[config.mk]
export PLATFORM = sky130hd
export DESIGN_NAME = rational_arith_unit
export DESIGN_NICKNAME = d
export VERILOG_FILES = /design/src/rtl/core/rau_pkg.sv /design/src/rtl/core/rau_gcd.sv /design/src/rtl/core/rau_div.sv /design/src/rtl/core/rau_datapath.sv /design/src/rtl/core/rau_ctrl.sv /design/src/rtl/core/rational_arith_unit.sv
export SDC_FILE = /design/constraint.sdc
export NUM_CORES = 2
export LEC_CHECK = 0
export BUFFER_PORTS_ARGS = -buffer_cell sky130_fd_sc_hd__buf_2
export CAP_MARGIN = 10
export CORE_MARGIN = 2
export CORE_UTILIZATION = 57
export CTS_CLUSTER_DIAMETER = 60
export DETAILED_ROUTE_END_ITERATION = 16
export PLACE_DENSITY_LB_ADDON = 0.08
export SLEW_MARGIN = 15
export SYNTH_ARGS = -nofsm -noshare
export SYNTH_HDL_FRONTEND = slang
export SYNTH_SLANG_ARGS = --single-unit
[constraint.sdc]
create_clock -name clk -period 21 [get_ports clk]
set_clock_uncertainty 0.15 [all_clocks]
set_input_delay 2.1 -clock clk [delete_from_list [all_inputs] [get_ports clk]]
set_output_delay 2.1 -clock clk [all_outputs]
set_load 0.01 [all_outputs]
[src/rtl/core/rau_pkg.sv]
`default_nettype none

package rau_pkg;

    localparam int DATA_W = 32;
    localparam int OPER_W = 16;
    localparam int MAG_W  = OPER_W + 1;
    localparam int NUM_W  = 33;
    localparam int PC_W   = 5;

    localparam logic [1:0] REQ_ADD = 2'd0;
    localparam logic [1:0] REQ_SUB = 2'd1;
    localparam logic [1:0] REQ_MUL = 2'd2;
    localparam logic [1:0] REQ_DIV = 2'd3;

    typedef struct packed {
        logic [1:0]               req_type;
        logic signed [OPER_W-1:0] a_num;
        logic signed [OPER_W-1:0] a_den;
        logic signed [OPER_W-1:0] b_num;
        logic signed [OPER_W-1:0] b_den;
    } in_beat_t;

    typedef struct packed {
        logic signed [NUM_W-1:0]  res_num;
        logic signed [DATA_W-1:0] res_den;
        logic                     error;
    } out_beat_t;

    typedef enum logic [3:0] {
        CMD_NONE  = 4'd0,
        CMD_LOAD  = 4'd1,
        CMD_GCD   = 4'd2,
        CMD_DIV   = 4'd3,
        CMD_T1    = 4'd4,
        CMD_T2    = 4'd5,
        CMD_LDEN  = 4'd6,
        CMD_EQ    = 4'd7,
        CMD_MNUM  = 4'd8,
        CMD_MDEN  = 4'd9,
        CMD_DNUM  = 4'd10,
        CMD_DDEN  = 4'd11,
        CMD_CHECK = 4'd12,
        CMD_FINAL = 4'd13,
        CMD_ERR   = 4'd14
    } cmd_t;

    typedef enum logic [2:0] {
        SRC_AN  = 3'd0,
        SRC_AD  = 3'd1,
        SRC_BN  = 3'd2,
        SRC_BD  = 3'd3,
        SRC_NUM = 3'd4,
        SRC_DEN = 3'd5
    } src_t;

    typedef enum logic [1:0] {
        DST_U = 2'd0,
        DST_V = 2'd1,
        DST_W = 2'd2,
        DST_X = 2'd3
    } dst_t;

    typedef struct packed {
        cmd_t cmd;
        src_t src_a;
        src_t src_b;
        dst_t dst;
    } dp_cmd_t;

    typedef struct packed {
        dp_cmd_t op;
        logic    to_reduce;
    } step_t;

    typedef struct packed {
        logic       gcd_done;
        logic       div_done;
        logic       in_err;
        logic       den_zero;
        logic       dens_equal;
        logic       out_free;
        logic [1:0] req_type;
    } dp_status_t;

    localparam logic [PC_W-1:0] PC_ADD    = 5'd0;
    localparam logic [PC_W-1:0] PC_EQ     = 5'd6;
    localparam logic [PC_W-1:0] PC_MUL    = 5'd7;
    localparam logic [PC_W-1:0] PC_DIV    = 5'd15;
    localparam logic [PC_W-1:0] PC_REDUCE = 5'd17;
    localparam logic [PC_W-1:0] PC_ERR    = 5'd22;

    function automatic step_t mk_step(cmd_t c, src_t a, src_t b, dst_t d, logic r);
        step_t s;
        s.op.cmd   = c;
        s.op.src_a = a;
        s.op.src_b = b;
        s.op.dst   = d;
        s.to_reduce = r;
        return s;
    endfunction

    // Sequence of datapath steps for each operation, all ending in the common reduction.
    function automatic step_t ustep(logic [PC_W-1:0] pc);
        step_t s;
        case (pc)
            5'd0:    s = mk_step(CMD_GCD,   SRC_AD,  SRC_BD,  DST_U, 1'b0);
            5'd1:    s = mk_step(CMD_DIV,   SRC_BD,  SRC_BD,  DST_U, 1'b0);
            5'd2:    s = mk_step(CMD_DIV,   SRC_AD,  SRC_AD,  DST_V, 1'b0);
            5'd3:    s = mk_step(CMD_T1,    SRC_AN,  SRC_AN,  DST_U, 1'b0);
            5'd4:    s = mk_step(CMD_T2,    SRC_AN,  SRC_AN,  DST_U, 1'b0);
            5'd5:    s = mk_step(CMD_LDEN,  SRC_AN,  SRC_AN,  DST_U, 1'b1);
            5'd6:    s = mk_step(CMD_EQ,    SRC_AN,  SRC_AN,  DST_U, 1'b1);
            5'd7:    s = mk_step(CMD_GCD,   SRC_AN,  SRC_BD,  DST_U, 1'b0);
            5'd8:    s = mk_step(CMD_DIV,   SRC_AN,  SRC_AN,  DST_U, 1'b0);
            5'd9:    s = mk_step(CMD_DIV,   SRC_BD,  SRC_BD,  DST_V, 1'b0);
            5'd10:   s = mk_step(CMD_GCD,   SRC_BN,  SRC_AD,  DST_U, 1'b0);
            5'd11:   s = mk_step(CMD_DIV,   SRC_BN,  SRC_BN,  DST_W, 1'b0);
            5'd12:   s = mk_step(CMD_DIV,   SRC_AD,  SRC_AD,  DST_X, 1'b0);
            5'd13:   s = mk_step(CMD_MNUM,  SRC_AN,  SRC_AN,  DST_U, 1'b0);
            5'd14:   s = mk_step(CMD_MDEN,  SRC_AN,  SRC_AN,  DST_U, 1'b1);
            5'd15:   s = mk_step(CMD_DNUM,  SRC_AN,  SRC_AN,  DST_U, 1'b0);
            5'd16:   s = mk_step(CMD_DDEN,  SRC_AN,  SRC_AN,  DST_U, 1'b1);
            5'd17:   s = mk_step(CMD_CHECK, SRC_AN,  SRC_AN,  DST_U, 1'b0);
            5'd18:   s = mk_step(CMD_GCD,   SRC_NUM, SRC_DEN, DST_U, 1'b0);
            5'd19:   s = mk_step(CMD_DIV,   SRC_NUM, SRC_NUM, DST_U, 1'b0);
            5'd20:   s = mk_step(CMD_DIV,   SRC_DEN, SRC_DEN, DST_V, 1'b0);
            5'd21:   s = mk_step(CMD_FINAL, SRC_AN,  SRC_AN,  DST_U, 1'b0);
            default: s = mk_step(CMD_ERR,   SRC_AN,  SRC_AN,  DST_U, 1'b0);
        endcase
        return s;
    endfunction

endpackage

`default_nettype wire

[src/rtl/core/rau_gcd.sv]
`default_nettype none

// Binary gcd: one shift or subtract per cycle.
module rau_gcd
    import rau_pkg::*;
(
    input  wire logic              clk,
    input  wire logic              rst_n,
    input  wire logic              start,
    input  wire logic [DATA_W-1:0] a,
    input  wire logic [DATA_W-1:0] b,
    output logic                   done,
    output logic [DATA_W-1:0]      result
);

    localparam int K_W = $clog2(DATA_W);

    logic              busy_reg, busy_next;
    logic              done_reg, done_next;
    logic [DATA_W-1:0] p_reg, p_next;
    logic [DATA_W-1:0] q_reg, q_next;
    logic [K_W-1:0]    k_reg, k_next;
    logic [DATA_W-1:0] res_reg, res_next;

    always_comb
    begin
        busy_next = busy_reg;
        done_next = 1'b0;
        p_next    = p_reg;
        q_next    = q_reg;
        k_next    = k_reg;
        res_next  = res_reg;
        if (start)
        begin
            busy_next = 1'b1;
            p_next    = a;
            q_next    = b;
            k_next    = '0;
        end
        else if (busy_reg)
        begin
            if (p_reg == '0)
            begin
                res_next  = q_reg << k_reg;
                busy_next = 1'b0;
                done_next = 1'b1;
            end
            else if (q_reg == '0)
            begin
                res_next  = p_reg << k_reg;
                busy_next = 1'b0;
                done_next = 1'b1;
            end
            else if (!p_reg[0] && !q_reg[0])
            begin
                p_next = p_reg >> 1;
                q_next = q_reg >> 1;
                k_next = K_W'(k_reg + 1'b1);
            end
            else if (!p_reg[0])
            begin
                p_next = p_reg >> 1;
            end
            else if (!q_reg[0])
            begin
                q_next = q_reg >> 1;
            end
            else if (p_reg >= q_reg)
            begin
                p_next = (p_reg - q_reg) >> 1;
            end
            else
            begin
                q_next = (q_reg - p_reg) >> 1;
            end
        end
    end

    always_ff @(posedge clk or negedge rst_n)
    begin
        if (!rst_n)
        begin
            busy_reg <= 1'b0;
            done_reg <= 1'b0;
        end
        else
        begin
            busy_reg <= busy_next;
            done_reg <= done_next;
        end
    end

    always_ff @(posedge clk)
    begin
        p_reg   <= p_next;
        q_reg   <= q_next;
        k_reg   <= k_next;
        res_reg <= res_next;
    end

    assign done   = done_reg;
    assign result = res_reg;

endmodule

`default_nettype wire

[src/rtl/core/rau_div.sv]
`default_nettype none

// Restoring unsigned divider, one quotient bit per cycle.
module rau_div
    import rau_pkg::*;
(
    input  wire logic              clk,
    input  wire logic              rst_n,
    input  wire logic              start,
    input  wire logic [DATA_W-1:0] dividend,
    input  wire logic [DATA_W-1:0] divisor,
    output logic                   done,
    output logic [DATA_W-1:0]      quotient
);

    localparam int CNT_W = $clog2(DATA_W + 1);

    logic              busy_reg, busy_next;
    logic              done_reg, done_next;
    logic [CNT_W-1:0]  cnt_reg, cnt_next;
    logic [DATA_W-1:0] rem_reg, rem_next;
    logic [DATA_W-1:0] quo_reg, quo_next;
    logic [DATA_W-1:0] dvs_reg, dvs_next;
    logic [DATA_W:0]   shifted;
    logic [DATA_W:0]   trial;

    assign shifted = {rem_reg, quo_reg[DATA_W-1]};
    assign trial   = shifted - {1'b0, dvs_reg};

    always_comb
    begin
        busy_next = busy_reg;
        done_next = 1'b0;
        cnt_next  = cnt_reg;
        rem_next  = rem_reg;
        quo_next  = quo_reg;
        dvs_next  = dvs_reg;
        if (start)
        begin
            busy_next = 1'b1;
            cnt_next  = CNT_W'(DATA_W);
            rem_next  = '0;
            quo_next  = dividend;
            dvs_next  = divisor;
        end
        else if (busy_reg)
        begin
            if (!trial[DATA_W])
            begin
                rem_next = trial[DATA_W-1:0];
                quo_next = {quo_reg[DATA_W-2:0], 1'b1};
            end
            else
            begin
                rem_next = shifted[DATA_W-1:0];
                quo_next = {quo_reg[DATA_W-2:0], 1'b0};
            end
            cnt_next = CNT_W'(cnt_reg - 1'b1);
            if (cnt_reg == CNT_W'(1))
            begin
                busy_next = 1'b0;
                done_next = 1'b1;
            end
        end
    end

    always_ff @(posedge clk or negedge rst_n)
    begin
        if (!rst_n)
        begin
            busy_reg <= 1'b0;
            done_reg <= 1'b0;
            cnt_reg  <= '0;
        end
        else
        begin
            busy_reg <= busy_next;
            done_reg <= done_next;
            cnt_reg  <= cnt_next;
        end
    end

    always_ff @(posedge clk)
    begin
        rem_reg <= rem_next;
        quo_reg <= quo_next;
        dvs_reg <= dvs_next;
    end

    assign done     = done_reg;
    assign quotient = quo_reg;

endmodule

`default_nettype wire

[src/rtl/core/rau_datapath.sv]
`default_nettype none

module rau_datapath
    import rau_pkg::*;
(
    input  wire logic       clk,
    input  wire logic       rst_n,
    input  wire dp_cmd_t    cmd,
    input  wire in_beat_t   in_data,
    input  wire logic       out_stall,
    output dp_status_t      status,
    output logic            out_valid,
    output out_beat_t       out_data
);

    logic signed [OPER_W-1:0] an_reg, ad_reg, bn_reg, bd_reg;
    logic [1:0]               req_reg;
    logic [DATA_W-1:0]        g_reg, u_reg, v_reg, w_reg, x_reg;
    logic signed [NUM_W-1:0]  num_reg, num_next;
    logic signed [NUM_W-1:0]  den_reg, den_next;
    dst_t                     dst_reg;
    out_beat_t                out_reg, out_next;
    logic                     out_valid_reg, out_valid_next;

    logic [MAG_W-1:0]         mag_an, mag_ad, mag_bn, mag_bd;
    logic [DATA_W-1:0]        mag_num, mag_den;
    logic [DATA_W-1:0]        opa, opb;
    logic                     gcd_done, div_done;
    logic [DATA_W-1:0]        gcd_res, div_res;
    logic signed [MAG_W:0]    mul_x, mul_y;
    logic signed [2*MAG_W+1:0] prod;
    logic signed [2*MAG_W+1:0] term;
    logic                     neg;
    logic                     out_free;

    function automatic logic [MAG_W-1:0] mag16(logic signed [OPER_W-1:0] v);
        logic [MAG_W-1:0] e;
        e = {v[OPER_W-1], v};
        return v[OPER_W-1] ? MAG_W'(0) - e : e;
    endfunction

    function automatic logic [DATA_W-1:0] mag33(logic signed [NUM_W-1:0] v);
        logic [NUM_W-1:0] m;
        m = v[NUM_W-1] ? NUM_W'(0) - v : v;
        return m[DATA_W-1:0];
    endfunction

    function automatic logic [DATA_W-1:0] pick(src_t s, logic [MAG_W-1:0] an, logic [MAG_W-1:0] ad,
                                               logic [MAG_W-1:0] bn, logic [MAG_W-1:0] bd,
                                               logic [DATA_W-1:0] n, logic [DATA_W-1:0] d);
        logic [DATA_W-1:0] r;
        case (s)
            SRC_AN:  r = DATA_W'(an);
            SRC_AD:  r = DATA_W'(ad);
            SRC_BN:  r = DATA_W'(bn);
            SRC_BD:  r = DATA_W'(bd);
            SRC_NUM: r = n;
            SRC_DEN: r = d;
            default: r = '0;
        endcase
        return r;
    endfunction

    assign mag_an  = mag16(an_reg);
    assign mag_ad  = mag16(ad_reg);
    assign mag_bn  = mag16(bn_reg);
    assign mag_bd  = mag16(bd_reg);
    assign mag_num = mag33(num_reg);
    assign mag_den = mag33(den_reg);
    assign opa = pick(cmd.src_a, mag_an, mag_ad, mag_bn, mag_bd, mag_num, mag_den);
    assign opb = pick(cmd.src_b, mag_an, mag_ad, mag_bn, mag_bd, mag_num, mag_den);

    rau_gcd u_gcd (
        .clk    (clk),
        .rst_n  (rst_n),
        .start  (cmd.cmd == CMD_GCD),
        .a      (opa),
        .b      (opb),
        .done   (gcd_done),
        .result (gcd_res)
    );

    rau_div u_div (
        .clk      (clk),
        .rst_n    (rst_n),
        .start    (cmd.cmd == CMD_DIV),
        .dividend (opa),
        .divisor  (g_reg),
        .done     (div_done),
        .quotient (div_res)
    );

    // One shared multiplier; operands chosen by the current step.
    always_comb
    begin
        mul_x = '0;
        mul_y = '0;
        neg   = 1'b0;
        case (cmd.cmd)
            CMD_T1:
            begin
                mul_x = (MAG_W+1)'(an_reg);
                mul_y = {1'b0, u_reg[MAG_W-1:0]};
                neg   = ad_reg[OPER_W-1];
            end
            CMD_T2:
            begin
                mul_x = (MAG_W+1)'(bn_reg);
                mul_y = {1'b0, v_reg[MAG_W-1:0]};
                neg   = bd_reg[OPER_W-1] ^ (req_reg == REQ_SUB);
            end
            CMD_LDEN:
            begin
                mul_x = {1'b0, mag_bd};
                mul_y = {1'b0, v_reg[MAG_W-1:0]};
            end
            CMD_MNUM:
            begin
                mul_x = {1'b0, u_reg[MAG_W-1:0]};
                mul_y = {1'b0, w_reg[MAG_W-1:0]};
                neg   = an_reg[OPER_W-1] ^ bn_reg[OPER_W-1];
            end
            CMD_MDEN:
            begin
                mul_x = {1'b0, x_reg[MAG_W-1:0]};
                mul_y = {1'b0, v_reg[MAG_W-1:0]};
                neg   = ad_reg[OPER_W-1] ^ bd_reg[OPER_W-1];
            end
            CMD_DNUM:
            begin
                mul_x = (MAG_W+1)'(an_reg);
                mul_y = (MAG_W+1)'(bd_reg);
            end
            CMD_DDEN:
            begin
                mul_x = (MAG_W+1)'(ad_reg);
                mul_y = (MAG_W+1)'(bn_reg);
            end
            default:
            begin
                neg = 1'b0;
            end
        endcase
    end

    assign prod     = mul_x * mul_y;
    assign term     = neg ? -prod : prod;
    assign out_free = !out_valid_reg || !out_stall;

    always_comb
    begin
        num_next = num_reg;
        den_next = den_reg;
        out_next = out_reg;
        out_valid_next = out_valid_reg && out_stall;
        case (cmd.cmd)
            CMD_T1, CMD_MNUM, CMD_DNUM:
            begin
                num_next = term[NUM_W-1:0];
            end
            CMD_T2:
            begin
                num_next = num_reg + term[NUM_W-1:0];
            end
            CMD_LDEN, CMD_MDEN, CMD_DDEN:
            begin
                den_next = term[NUM_W-1:0];
            end
            CMD_EQ:
            begin
                if (req_reg == REQ_SUB)
                begin
                    num_next = NUM_W'(an_reg) - NUM_W'(bn_reg);
                end
                else
                begin
                    num_next = NUM_W'(an_reg) + NUM_W'(bn_reg);
                end
                den_next = NUM_W'(ad_reg);
            end
            CMD_FINAL:
            begin
                out_next.res_num = num_reg[NUM_W-1] ? NUM_W'(0) - {1'b0, u_reg}
                                                    : {1'b0, u_reg};
                out_next.res_den = den_reg[NUM_W-1] ? DATA_W'(0) - v_reg : v_reg;
                out_next.error   = 1'b0;
                out_valid_next   = 1'b1;
            end
            CMD_ERR:
            begin
                out_next.res_num = '0;
                out_next.res_den = '0;
                out_next.error   = 1'b1;
                out_valid_next   = 1'b1;
            end
            default:
            begin
                num_next = num_reg;
            end
        endcase
    end

    always_ff @(posedge clk or negedge rst_n)
    begin
        if (!rst_n)
        begin
            out_valid_reg <= 1'b0;
        end
        else
        begin
            out_valid_reg <= out_valid_next;
        end
    end

    always_ff @(posedge clk)
    begin
        num_reg <= num_next;
        den_reg <= den_next;
        out_reg <= out_next;
        if (cmd.cmd == CMD_LOAD)
        begin
            req_reg <= in_data.req_type;
            an_reg  <= in_data.a_num;
            ad_reg  <= in_data.a_den;
            bn_reg  <= in_data.b_num;
            bd_reg  <= in_data.b_den;
        end
        if (cmd.cmd == CMD_DIV)
        begin
            dst_reg <= cmd.dst;
        end
        if (gcd_done)
        begin
            g_reg <= gcd_res;
        end
        if (div_done)
        begin
            case (dst_reg)
                DST_U:   u_reg <= div_res;
                DST_V:   v_reg <= div_res;
                DST_W:   w_reg <= div_res;
                default: x_reg <= div_res;
            endcase
        end
    end

    assign status.gcd_done   = gcd_done;
    assign status.div_done   = div_done;
    assign status.in_err     = (ad_reg == '0) || (bd_reg == '0);
    assign status.den_zero   = (den_reg == '0);
    assign status.dens_equal = (ad_reg == bd_reg);
    assign status.out_free   = out_free;
    assign status.req_type   = req_reg;

    assign out_valid = out_valid_reg;
    assign out_data  = out_reg;

endmodule

`default_nettype wire

[src/rtl/core/rau_ctrl.sv]
`default_nettype none

// Sequencer: steps through the operation's program, waiting on the gcd and divider.
module rau_ctrl
    import rau_pkg::*;
(
    input  wire logic       clk,
    input  wire logic       rst_n,
    input  wire logic       in_valid,
    input  wire dp_status_t status,
    output logic            in_stall,
    output dp_cmd_t         cmd
);

    typedef enum logic [3:0] {
        ST_IDLE = 4'b0001,
        ST_DISP = 4'b0010,
        ST_RUN  = 4'b0100,
        ST_WAIT = 4'b1000
    } state_t;

    state_t           state_reg, state_next;
    logic [PC_W-1:0]  pc_reg, pc_next;
    step_t            step;
    dp_cmd_t          idle_cmd;

    assign step = ustep(pc_reg);

    always_comb
    begin
        idle_cmd       = step.op;
        idle_cmd.cmd   = CMD_NONE;
        state_next     = state_reg;
        pc_next        = pc_reg;
        cmd            = idle_cmd;
        in_stall       = 1'b1;
        case (state_reg)
            ST_IDLE:
            begin
                in_stall = 1'b0;
                if (in_valid)
                begin
                    cmd.cmd    = CMD_LOAD;
                    state_next = ST_DISP;
                end
            end
            ST_DISP:
            begin
                state_next = ST_RUN;
                if (status.in_err)
                begin
                    pc_next = PC_ERR;
                end
                else
                begin
                    case (status.req_type)
                        REQ_ADD, REQ_SUB: pc_next = status.dens_equal ? PC_EQ : PC_ADD;
                        REQ_MUL:          pc_next = PC_MUL;
                        default:          pc_next = PC_DIV;
                    endcase
                end
            end
            ST_RUN:
            begin
                case (step.op.cmd)
                    CMD_GCD, CMD_DIV:
                    begin
                        cmd        = step.op;
                        state_next = ST_WAIT;
                    end
                    CMD_CHECK:
                    begin
                        pc_next = status.den_zero ? PC_ERR : PC_W'(pc_reg + 1'b1);
                    end
                    CMD_FINAL, CMD_ERR:
                    begin
                        if (status.out_free)
                        begin
                            cmd        = step.op;
                            state_next = ST_IDLE;
                        end
                    end
                    default:
                    begin
                        cmd     = step.op;
                        pc_next = step.to_reduce ? PC_REDUCE : PC_W'(pc_reg + 1'b1);
                    end
                endcase
            end
            ST_WAIT:
            begin
                if (status.gcd_done || status.div_done)
                begin
                    pc_next    = PC_W'(pc_reg + 1'b1);
                    state_next = ST_RUN;
                end
            end
            default:
            begin
                state_next = ST_IDLE;
            end
        endcase
    end

    always_ff @(posedge clk or negedge rst_n)
    begin
        if (!rst_n)
        begin
            state_reg <= ST_IDLE;
            pc_reg    <= '0;
        end
        else
        begin
            state_reg <= state_next;
            pc_reg    <= pc_next;
        end
    end

endmodule

`default_nettype wire

[src/rtl/core/rational_arith_unit.sv]
`default_nettype none

// Channel   Direction  Beat type    Handshake
// in        input      in_beat_t    in_valid / in_stall
// out       output     out_beat_t   out_valid / out_stall
//
// One beat in gives one beat out. A zero input denominator goes straight to the
// error step without any gcd or division. Each binary gcd runs one shift or
// subtract per cycle, and each exact division by a gcd holds the sequencer
// while the bit-serial divider runs. Multiply runs two gcds and four divisions
// before the reduction, add and subtract one gcd and two divisions (none when
// the denominators are equal), divide none.
// Reset clears the sequencer and the output valid flag. A stalled result holds
// in the output register while the next item is already being worked on.

module rational_arith_unit
    import rau_pkg::*;
(
    input  wire logic     clk,
    input  wire logic     rst_n,
    input  wire logic     in_valid,
    output logic          in_stall,
    input  wire in_beat_t in_data,
    output logic          out_valid,
    input  wire logic     out_stall,
    output out_beat_t     out_data
);

    // The controller sequences the steps; the datapath holds the operands,
    // the multiplier, the gcd unit and the divider.
    dp_cmd_t    cmd;
    dp_status_t status;

    rau_ctrl u_ctrl (
        .clk      (clk),
        .rst_n    (rst_n),
        .in_valid (in_valid),
        .status   (status),
        .in_stall (in_stall),
        .cmd      (cmd)
    );

    rau_datapath u_datapath (
        .clk       (clk),
        .rst_n     (rst_n),
        .cmd       (cmd),
        .in_data   (in_data),
        .out_stall (out_stall),
        .status    (status),
        .out_valid (out_valid),
        .out_data  (out_data)
    );

endmodule

`default_nettype wire

==> flow_summary.yaml <==
status:
  outcome: "complete, no violations"
setup_path:
  worstRegToRegCells: 39
  critPathKind: "reg2reg"
  r2r-start: "u_ctrl.pc_reg[0]"
  r2r_slack_ns: 6.53
  slowest_delay_ns: 0.97
  setup.worst_path.start_class: "flip-flop"
  timing.rr.end: "u_datapath.num_reg[31]"
  cp-end-kind: "flip-flop"
  critPathRequiredTime_ns: 21.24
  cpMaxStageDelayCell: "nor3_2"
  path_common_cell: "inv_1"
  path_max_fanout: 16
  crit_arrival_ns: 14.70
placement:
  dpl.hpwl_mm: 138
  gp_congestion: 1.09
  postPlaceCellArea_um2: 51000
  dp.cells: 6497
  portBuffers: 137
timing:
  max_slew.worst_pin.slew_ns: 1.18
  fin_crit_sh_pct: 68.9
  tns_ns: 0
  drv_slew: 0
  setup_viol: 0
  final.min_clock_period_ns: 14.47
  rsz0062_at_grt: "false"
  max_slew_margin_pct: 20.8
  clock.fmax_ghz: 0.0691
  finalHoldViolCount: 0
yosys:
  yosysUniqueCellTypes: 105
  synthCells: 5409
  synth_top_area_share_pct: 29.9
  yosysMostFrequentCell: "nand2_1"
  yosys-top-cells-area: "edfxtp_1 (30%), fa_1 (13%), ha_1 (6.5%), nand2_1 (4.7%), inv_1 (4.2%)"
  syn_nets: 6046
  synth.avg_cell_area_um2: 9.09
  synth_commonest_cells: "nand2_1 (609), inv_1 (555), nor2_1 (549), edfxtp_1 (490), a21oi_1 (327)"
  synth-edff-count: 490
  syn_area_um2: 49100
  yosysTopAreaCell: "edfxtp_1"
  async_reset_ff_share_pct: 3.66
  yosysWarnings: 0
  seq_area_frac_synth_pct: 32.5
  yosys_register_bits: 547
  synth_ff_type: "edfxtp_1"
detailed_routing:
  wl_per_cell_um: 26.5
  routed_via_density: 6.41
  drt_iter0_markers: 5410
  detail-route-antenna-nets: 0
  wl_mm: 176
  drt_drc_violations_left: 0
  firstDrtPassIters: 9
  via_count: 42500
power:
  irDropWorstVdd_v: 0.000123
  power_per_cell_area_nw_per_um2: 134
  leakage_nw: 22.5
clocking:
  cts_buffers: 69
  clock_latency_ns: 0.65
  root_buffer: "clkbuf_16"
  hold_buffers: 0
  clk_path_buf_depth: 3
  tritoncts: "done"
  htree_num_levels: 3
  clock_sinks: 547
  ctsResizeCount: 0
  clk_pin_slew_ns: 0.06
  post_cts_buffers: 0
cells_and_area:
  nets: 6062
  final_cell_area_um2: 53300
  final_cells: 6625
  largest_reg_flops: 66
  drive_above_1_share_pct: 7.88
  syn2layout_area_growth_pct: 8.44
run:
  cap_violations: 0
floorplanning:
  fp.coreArea_um2: 85300
  pin_count: 138
  rows: 107
  die_h_um: 298
  start_util_pct: 57.6
  die_area_um2: 88600
  die_x_um: 298
hold_path:
  min_path_type: "reg2reg"
  hold_depth: 0
  min_from: "u_datapath.u_gcd.result[1]"
  whs_endpoint: "u_datapath.g_reg[1]"
grt:
  groute.usage.overall_pct: 39.4
  grt_remaining_overflow: 0
  grt_max_degree: 68
  antenna_found_initial: 5
  grt_pass1_wl_mm: 261
  grt_pass1_vias: 40800
## layer usage
metal	GRT usage (%)	part of all wire, %	vias to the layer above
met3	10.0	12	533
met1	54.8	41	20500
met2	57.1	42	2428
li1	-	-	19000
met4	19.7	5.9	6
met5	0	0.025	-
## metrics by stage
step                utilization, %  hold slack [ns]  total power, mW  worst slack [ns]
floorplan                        -            0.250             4.51              8.18
global placement              59.8            0.251             5.74              6.29
detailed placement            59.8            0.255             5.75              6.24
CTS                           62.5            0.264             6.97              6.87
global route                  62.5            0.272             7.49              5.90
finish                        62.5            0.263             7.13              6.53
## layout make-up
cell class	count	area [um^2]
Sequential cell	547	16000
Clock inverter	40	489
Timing Repair Buffer	222	1320
Antenna cell	2	5.00
Inverter	556	2090
Fill cell	7331	32000
Clock buffer	85	1810
Tap cell	1144	1430
Multi-Input combinational cell	4029	30200
## how the worst max path moves through the flow
stage | from | end | slack (ns) | cells past startpoint
2_1_floorplan | out_stall | u_datapath.num_reg[32] | 8.18 | 41
3_3_place_gp | out_stall | u_datapath.num_reg[31] | 6.29 | 39
3_5_place_dp | out_stall | u_datapath.num_reg[31] | 6.24 | 39
4_1_cts | out_stall | u_datapath.num_reg[31] | 6.87 | 39
5_1_grt | u_ctrl.pc_reg[0] | u_datapath.num_reg[31] | 5.90 | 41
6_report | u_ctrl.pc_reg[0] | u_datapath.num_reg[31] | 6.53 | 39
## placed cells by master, fill, tap and decap left out, drive strengths merged, types with 31 or more instances in the layout
cell,synthesis,final
nor4,41,41
or4,32,32
o31ai,67,67
edfxtp,490,490
nor3,93,93
nand4,36,36
ha,256,256
a21o,82,82
a31oi,42,42
and2,31,31
nand2b,41,41
a211oi,55,55
nand2,609,609
a21oi,328,328
o21ai,274,274
nor2b,37,37
or3,56,56
mux2i,82,82
o21a,41,41
buf,41,222
clkbuf,236,85
and3,32,32
a221oi,40,40
nor2,549,549
xnor2,154,154
xor2,225,225
o22ai,49,49
dfxtp,37,37
fa,311,311
inv,556,565
nand3,83,83
## cells by family (layout without fill, tap and decap cells)
logic type      count (synthesis)  in the layout  share of synthesized area (%)
flops                         547            547                           32.5
buf+inv                       833            903                           6.42
other cells                     0              2                              0
fa+ha+maj                     567            567                           19.2
mux                           107            107                           2.30
compound gates               1267           1267                           17.0
xor+xnor                      380            380                           6.82
simple gates                 1708           1708                           15.8
## report_power, final
| group | internal, mW | switching, mW | total, mW | leakage (nW) |
|---|---|---|---|---|
| logic | 1.37 | 2.60 | 3.97 | 16.3 |
| registers | 1.56 | 0.397 | 1.96 | 5.07 |
| clock network | 0.690 | 0.506 | 1.20 | 1.11 |
| total | 3.62 | 3.50 | 7.13 | 22.5 |
## worst max-delay path: cells and delay by family (launching register included)
kind | cells | cell delay (ns)
AND/OR/NAND/NOR | 10 | 4.79
multiplexers | 1 | 0.31
XOR/XNOR | 3 | 0.78
buffers and inverters | 7 | 0.59
adder cells (fa/ha/maj) | 9 | 3.99
flip-flops | 1 | 0.64
AO/OA/AOI/OAI | 9 | 2.95
Note: power is estimated with default switching activity, not from simulation.
